File: config.mk
export PLATFORM = sky130hd
export DESIGN_NAME = scba_out_reg
export DESIGN_NICKNAME = d
export VERILOG_FILES = /design/src/size_class_block_allocator_unit_assert.svh /design/src/scba_pkg.sv /design/src/scba_out_reg.sv
export SDC_FILE = /design/constraint.sdc
export NUM_CORES = 1
export LEC_CHECK = 0
export ABC_AREA = 1
export BUFFER_PORTS_ARGS = -buffer_cell sky130_fd_sc_hd__buf_2
export CAP_MARGIN = 20
export CORE_MARGIN = 8
export CORE_UTILIZATION = 39
export CTS_CLUSTER_SIZE = 14
export DETAILED_ROUTE_END_ITERATION = 8
export PLACE_DENSITY_LB_ADDON = 0.1
export REMOVE_ABC_BUFFERS = 1
export SLEW_MARGIN = 40
export SYNTH_ARGS = -nofsm -noshare
export SYNTH_HDL_FRONTEND = slang
export SYNTH_SLANG_ARGS = --single-unit
File: constraint.sdc
create_clock -name clk_i -period 2.3 [get_ports clk_i]
set_input_delay 0.115 -clock clk_i [delete_from_list [all_inputs] [get_ports clk_i]]
set_output_delay 0.115 -clock clk_i [all_outputs]
set_load 0.01 [all_outputs]
File: src/size_class_block_allocator_unit_assert.svh
// Assertion macros for the size-class block allocator.
// Used by the top level; expects clk_i and rst_ni in the including scope.
`ifndef SIZE_CLASS_BLOCK_ALLOCATOR_UNIT_ASSERT_SVH
`define SIZE_CLASS_BLOCK_ALLOCATOR_UNIT_ASSERT_SVH
`ifndef SYNTHESIS
`define SCBA_ASSERT_IMP(name, ante, cons, msg) \
  name: assert property (@(posedge clk_i) disable iff (!rst_ni) (ante) |-> (cons)) \
    else $error(msg);
`define SCBA_ASSERT_NXT(name, ante, cons, msg) \
  name: assert property (@(posedge clk_i) disable iff (!rst_ni) (ante) |=> (cons)) \
    else $error(msg);
`else
`define SCBA_ASSERT_IMP(name, ante, cons, msg)
`define SCBA_ASSERT_NXT(name, ante, cons, msg)
`endif
`endif

File: src/scba_pkg.sv
// Package of the size-class block allocator: sizes, widths, codes and types.
// No dependencies; every module of the block imports it.
`timescale 1ns / 1ps
package scba_pkg;

  localparam int unsigned PERM_BLOCK_BYTES = 65536;
  localparam int unsigned NUM_PERM_BLOCKS  = 16;
  localparam int unsigned NUM_CLASSES      = 12;

  localparam int unsigned GRAIN_BYTES        = 16;
  localparam int unsigned GRAIN_SH           = $clog2(GRAIN_BYTES);
  localparam int unsigned HEADER_BYTES       = 2;
  localparam int unsigned GRANULES_PER_BLOCK = PERM_BLOCK_BYTES / GRAIN_BYTES;
  localparam int unsigned TOTAL_GRANULES     = GRANULES_PER_BLOCK * NUM_PERM_BLOCKS;

  localparam int unsigned GOFF_W = $clog2(GRANULES_PER_BLOCK);
  localparam int unsigned GR_W   = $clog2(TOTAL_GRANULES);
  localparam int unsigned BLK_W  = (NUM_PERM_BLOCKS > 1) ? $clog2(NUM_PERM_BLOCKS) : 1;
  localparam int unsigned KW     = (NUM_CLASSES > 1) ? $clog2(NUM_CLASSES) : 1;
  localparam int unsigned OFF_W  = $clog2(PERM_BLOCK_BYTES) + 1;

  localparam int unsigned REQ_W      = 16;
  localparam int unsigned ADDR_W     = 20;
  localparam int unsigned CLS_OUT_W  = 4;
  localparam int unsigned STATUS_W   = 2;
  localparam int unsigned NEED_W     = REQ_W + 1;
  localparam int unsigned SUM_W      = ((OFF_W > NEED_W) ? OFF_W : NEED_W) + 1;
  localparam int unsigned S_TDATA_W  = ((REQ_W + ADDR_W + 7) / 8) * 8;
  localparam int unsigned M_TDATA_W  = ((ADDR_W + CLS_OUT_W + 7) / 8) * 8;

  typedef enum logic {
    OP_ALLOC,
    OP_FREE
  } op_e;

  typedef enum logic [STATUS_W-1:0] {
    STS_OK,
    STS_TOO_LARGE,
    STS_EXHAUSTED,
    STS_BAD_FREE
  } status_e;

  typedef enum logic [2:0] {
    S_CLEAR,
    S_IDLE,
    S_DECODE,
    S_POP,
    S_FREE,
    S_SPILL,
    S_CARVE,
    S_RESP
  } state_e;

  typedef struct packed {
    logic [GR_W-1:0] link;
    logic            live;
    logic [KW-1:0]   cls;
  } tag_entry_t;

  typedef struct packed {
    logic            we;
    logic [GR_W-1:0] waddr;
    tag_entry_t      wdata;
    logic [GR_W-1:0] raddr;
  } mem_req_t;

  typedef struct packed {
    logic [ADDR_W-1:0]    addr;
    logic [CLS_OUT_W-1:0] cls;
    status_e              status;
  } result_t;

  typedef struct packed {
    logic clearing;
    logic busy;
  } ctrl_status_t;

  function automatic logic [SUM_W-1:0] class_bytes(input logic [KW-1:0] k);
    return SUM_W'(GRAIN_BYTES) << k;
  endfunction

endpackage

File: src/scba_out_reg.sv
// Output register of the allocator: holds one result until the receiver takes it.
// Depends on scba_pkg for the result type and the stream data width.
`timescale 1ns / 1ps
module scba_out_reg import scba_pkg::*; (
  input  logic                 clk_i,
  input  logic                 rst_ni,
  input  logic                 res_valid_i,
  input  result_t              res_i,
  output logic                 res_ready_o,
  output logic                 m_tvalid_o,
  input  logic                 m_tready_i,
  output logic [M_TDATA_W-1:0] m_tdata_o,
  output logic [STATUS_W-1:0]  m_tuser_o
);

  logic    valid_q, valid_d;
  result_t data_q;
  logic    load;

  assign res_ready_o = !valid_q || m_tready_i;
  assign load        = res_valid_i && res_ready_o;
  assign valid_d     = load || (valid_q && !m_tready_i);

  always_ff @(posedge clk_i or negedge rst_ni) begin
    if (!rst_ni) begin
      valid_q <= 1'b0;
    end else begin
      valid_q <= valid_d;
    end
  end

  always_ff @(posedge clk_i) begin
    if (load) begin
      data_q <= res_i;
    end
  end

  assign m_tvalid_o = valid_q;
  assign m_tdata_o  = M_TDATA_W'({data_q.cls, data_q.addr});
  assign m_tuser_o  = data_q.status;

endmodule

==> results.md, run 1 <==
- Outcome: finished, final reports clean
- Share of cells above drive strength 1: 0.521
- Gr usage total: 0.112
- First-pass GRT wire length: 3.04 mm
- Deepest clock path buffer count: 2
- CP Capture Type: register
- Pwr Total: 881 uW
- Sequential element share of the synthesized area: 0.976
- Post-route DRC: 0
- Max Slew Vio Count: 0
- Clk Latency, worst-skew pair: 300 ps
- First-pass DRT Iterations: 4
- Clock sink count: 27
- Final worst-path cycle share: 0.513
- CTS buffer count: 3
- Nets: 152
- Port bufs: 57
- Synth area leaders: edfxtp_1 (95%), dfrtp_1 (3.0%), inv_1 (0.91%)
- Row cnt: 16
- DR iter-0 viols: 13
- Hold Path Class: in -> reg
- Routed Antenna Nets: 0
- Core area: 1980 um2
- # diodes: 0
- Leakage: 0.635 nW
- Worst slew margin: 0.792
- Number of max-cap violations: 0
- Most instantiated cells after synthesis: edfxtp_1 (26), inv_1 (2), nand2_1 (2)
- Mapped Cells: 32
- CTS tree: done
- Ys flop type: edfxtp_1
- Final core occ: 0.734
- Routed wire per std cell: 14.4 um
- CTS H-tree depth: 1
- CP Class: reg -> reg
- Final hold violation count: 0
- Avg Inst Size Synth: 25.8 um2
- Worst slack, placed: 1130 ps
- CP max FO: 26
- Fin worst setup slack: 1120 ps
- Worst EP arrival: 1180 ps
- Crit path launch type: register
- Post-synth cell types: 5
- Maximum vdd drop: 0.000413 V
- Area leader, netlist: edfxtp_1
- GR Overflow Total: 0
- Starting Density: 0.417
- Number of synthesized flops with an enable pin: 26
- Top cell type's share of synthesized area: 0.945
- Most numerous cell in the Yosys netlist: edfxtp_1
- CP required: 2300 ps
- Minimum clock period: 1180 ps
- Vias in the first global route: 691
- Worst-case reg-to-reg path depth: 2
- Total number of yosys warnings: 0
- Clock transition at the registers of the reported paths: 130 ps
- Worst-margin pin slew: 312 ps
- Setup Viol. Count Final: 0
- Async SR Flop Fraction: 0.0370
- FF+latch count, synth: 27
- Initial antenna violation count: 0
- Largest net degree at the start of global routing: 27
- RSZ-0062 raised after global routing: false
- Hold Path Depth: 3
- Clock Skew: 0.586 ps
- Total Routed Length: 2.13 mm
- Setup TNS: 0 ps
- Routability Congestion: 0.644
- Via count: 608
- Syn-to-layout area delta: 76.1%
- Cell area after synthesis: 826 um2
- Power Density: 606 nW/um2
- R2r setup slk: 1120 ps
- Die Ht: 62.0 um
- Fmax: 847 MHz
- DIE AREA: 3850 um2
- Vias per cell: 4.11
- Post-CTS Resized: 0
- Die Wd: 62.0 um
- IO Count: 58
- CTS root buffer: clkbuf_4
-- critical path: stages, from the launching register on --
cell	delay (ps)
dfrtp_1	420
a21oi_2	130
buf_4	310
-- registers in the layout, summed over array words and instances (netlist names) --
name	count
m_tuser_o	2
m_tdata_o	24
m_tvalid_o	1
-- cell families (layout without fill, tap and decap cells) --
family          count (synthesis)  count (layout)  share of synthesized area
simple gates                    2               2                    0.00909
buf+inv                         2              91                    0.00909
flops                          27              27                      0.976
compound gates                  1               1                    0.00605
-- where the power goes --
group	switching [mW]	internal (mW)
sequential	0.00612	0.571
clock	0.122	0.0648
combinational	0.0505	0.0668
-- layout make-up --
type | count | area [um2]
Sequential cell | 27 | 806
Timing Repair Buffer | 85 | 563
Fill cell | 139 | 528
Tap cell | 27 | 33.8
Clock buffer | 3 | 22.5
Multi-Input combinational cell | 3 | 16.3
Inverter | 2 | 7.51
Clock inverter | 1 | 5.00
-- cell usage in the layout (no fill, tap or decap), drive strengths merged --
| cell type | instances |
|---|---|
| buf | 58 |
| dlygate4sd3 | 27 |
| edfxtp | 26 |
| clkbuf | 3 |
| inv | 2 |
| nand2 | 2 |
| a21oi | 1 |
| clkinv | 1 |
| dfrtp | 1 |
-- final timing paths --
path                        startpoint            to
min                        res_valid_i    m_tvalid_o
min reg2reg                 m_tvalid_o    m_tvalid_o
max reg2reg                 m_tvalid_o  m_tdata_o[7]
max in group asynchronous       rst_ni    m_tvalid_o
min in group asynchronous       rst_ni    m_tvalid_o
max                         m_tvalid_o  m_tdata_o[7]
-- stage by stage --
| stage | area, um2 | hold slack [ps] | cells |
|---|---|---|---|
| 2_1_floorplan | 826 | -181 | 32 |
| 3_3_place_gp | 1160 | -110 | 117 |
| 3_5_place_dp | 1160 | -107 | 117 |
| 4_1_cts | 1450 | 4.77 | 148 |
| 5_1_grt | 1450 | 19.8 | 148 |
| 6_report | 1450 | 11.9 | 148 |
-- routing by layer --
metal / wire (um) / GRT usage / part of all wire
met1: 640 / 0.0866 / 0.30
met2: 1220 / 0.236 / 0.57
met4: 14 / 0.0390 / 0.0066
met5: 0 / 0 / 0
met3: 256 / 0.0432 / 0.12
-- timing repair --
action | in CTS | in global routing
setup buffers | 0 | 0
hold buffers | 27 | 0
hold endpoints to repair | 27 | 0
(Power assumes the default switching activity.)
==> run 2: changes to the inputs <==
==> constraint.sdc (replaced) <==
create_clock -name clk_i -period 1.2 [get_ports clk_i]
set_input_delay 0.06 -clock clk_i [delete_from_list [all_inputs] [get_ports clk_i]]
set_output_delay 0.06 -clock clk_i [all_outputs]
set_load 0.01 [all_outputs]
==> results.md, run 2 (synthesis gave the netlist of run 1 again) <==
- Leakage: 0.640 nW (was 0.635 nW)
- Total Routed Length: 2.20 mm (was 2.13 mm)
- Crit path launch type: register (unchanged)
- Setup bufs post-CTS: 0 (unchanged)
- Final hold violation count: 0 (unchanged)
- Hold Path Class: in -> reg (unchanged)
- Worst slew margin: 0.898 (was 0.792)
- Setup Viol. Count Final: 0 (unchanged)
- Post-CTS Resized: 0 (unchanged)
- First-pass DRT Iterations: 2 (was 4)
- Post-route DRC: 0 (unchanged)
- Final worst-path cycle share: 0.917 (was 0.513)
- Vias in the first global route: 666 (was 691)
- CP max FO: 26 (unchanged)
- RSZ-0062 raised after global routing: false (unchanged)
- Share of cells above drive strength 1: 0.508 (was 0.521)
- GR Overflow Total: 0 (unchanged)
- Max Used Layer: met3 (was met4)
- Fmax: 909 MHz (was 847 MHz)
- Maximum vdd drop: 0.000892 V (was 0.000413 V)
- Clock transition at the registers of the reported paths: 130 ps (about the same)
- Worst EP arrival: 1130 ps (was 1180 ps)
- CP Buf/Inv Count: 1 (unchanged)
- CTS tree: done (unchanged)
- Number of max-cap violations: 0 (unchanged)
- Nets: 153 (was 152)
- Register Area: 806 um2 (unchanged)
- Hold slack: 16.4 ps (was 11.9 ps)
- Max Slew Vio Count: 0 (unchanged)
- Met1 WL: 683 um (was 640 um)
- Crit-path cells: a21oi_2, buf_12 (was a21oi_2, buf_4)
- DIE AREA: 3850 um2 (unchanged)
- Outcome: finished, final reports clean (unchanged)
- Met2 wire len: 1.26 mm (was 1.22 mm)
- Die Ht: 62.0 um (unchanged)
- CTS H-tree depth: 1 (unchanged)
- Routed wire per std cell: 14.6 um (was 14.4 um)
- CP Capture Type: register (unchanged)
- Most common cell after layout, fill and taps aside: buf_2 (unchanged)
- Delay-heaviest family, CP: flip-flops (unchanged)
- Starting Density: 0.417 (unchanged)
- Max stage delay cell, worst path: dfrtp_1 (unchanged)
- CP required: 1230 ps (was 2300 ps)
- Filler cell count in the final layout: 131 (was 139)
- Via count: 616 (was 608)
- CP Class: reg -> reg (unchanged)
- Die Wd: 62.0 um (unchanged)
- Row cnt: 16 (unchanged)
- Commonest non-fill, non-tap cells in the layout: buf_2 (57), dlygate4sd3_1 (28), edfxtp_1 (26) (was buf_2 (57), dlygate4sd3_1 (27), edfxtp_1 (26))
- Pwr Total: 1.71 mW (was 881 uW)
- Area of the multi-input gates: 16.3 um2 (unchanged)
- Clock Skew: 2.29 ps (was 0.586 ps)
- Clk Latency, worst-skew pair: 310 ps (was 300 ps)
- Routability Congestion: 0.658 (was 0.644)
- Largest net degree at the start of global routing: 27 (unchanged)
- DR iter-0 viols: 25 (was 13)
- Hold Buf Count CTS: 28 (was 27)
- Max stage delay on crit path: 430 ps (was 420 ps)
- Clock sink count: 27 (unchanged)
- Vias per cell: 4.11 (about the same)
- Routed Antenna Nets: 0 (unchanged)
- Worst-margin pin slew: 153 ps (was 312 ps)
- Port bufs: 57 (unchanged)
- CTS root buffer: clkbuf_4 (unchanged)
- CTS buffer count: 3 (unchanged)
- Core area: 1980 um2 (unchanged)
- WL met3: 249 um (was 256 um)
- Initial antenna violation count: 0 (unchanged)
- First-pass GRT wire length: 3.18 mm (was 3.04 mm)
- Gr usage total: 0.118 (was 0.112)
- Max FFs per register: 24 (unchanged)
- IO Count: 58 (unchanged)
- Minimum clock period: 1100 ps (was 1180 ps)
- Power Density: 1150 nW/um2 (was 606 nW/um2)
- Syn-to-layout area delta: 78.9% (was 76.1%)
- Deepest clock path buffer count: 2 (unchanged)
==> run 2: changes by cell type in the layout (fill, tap and decap cells not counted), sizes merged <==
cell / before / now
diode: 0 / 1
clkbuf: 3 / 4
clkinv: 1 / 0
dlygate4sd3: 27 / 28
==> run 2: through the flow <==
step | area, um2 | instances | setup slack, ps | setup TNS [ps] | utilization
after floorplan | 826 | 32 | -970 | -25220 | -
after global placement | 1170 | 117 | 130 | 0 | 0.590
after detailed placement | 1170 | 117 | 107 | 0 | 0.590
after CTS | 1480 | 149 | 91.1 | 0 | 0.744
after global routing | 1480 | 149 | 63.0 | 0 | 0.744
final | 1480 | 150 | 99.5 | 0 | 0.746
==> run 2: area by class of cell <==
class                      count  share of cell area
timing repair buffer          86               0.396
sequential                    27               0.545
multi-input combinational      3              0.0110
inverter                       2             0.00508
antenna                        1             0.00169
clock buffer                   4              0.0178
tap                           27              0.0229
==> run 2: path summary, 6_finish.rpt <==
kind,start,to,slack [ps],cells past startpoint
worst max-delay path,m_tvalid_o,m_tdata_o[9],100,2
worst min-delay path,m_tready_i,m_tvalid_o,20,4
worst max register to register,m_tvalid_o,m_tdata_o[9],100,2
worst min register to register,m_tvalid_o,m_tvalid_o,560,2
max in group asynchronous,rst_ni,m_tvalid_o,1080,2
min in group asynchronous,rst_ni,m_tvalid_o,40,2
==> run 2: worst register-to-register path, stage by stage, from the launching register on <==
cell and delay (ps):
dfrtp_1 430, a21oi_2 190, buf_12 200
==> run 2: per-layer routing <==
metal	vias to the layer above	global-route usage
li1	304	-
met1	284	0.110
met2	28	0.226
met3	0	0.0391
met4	0	0.0519
met5	-	0
==> run 2: where the power goes <==
group          total [mW]  internal [mW]  switching [mW]
registers            1.11           1.09          0.0124
logic               0.235          0.136          0.0991
clock network       0.365          0.130           0.235
total                1.71           1.36           0.347
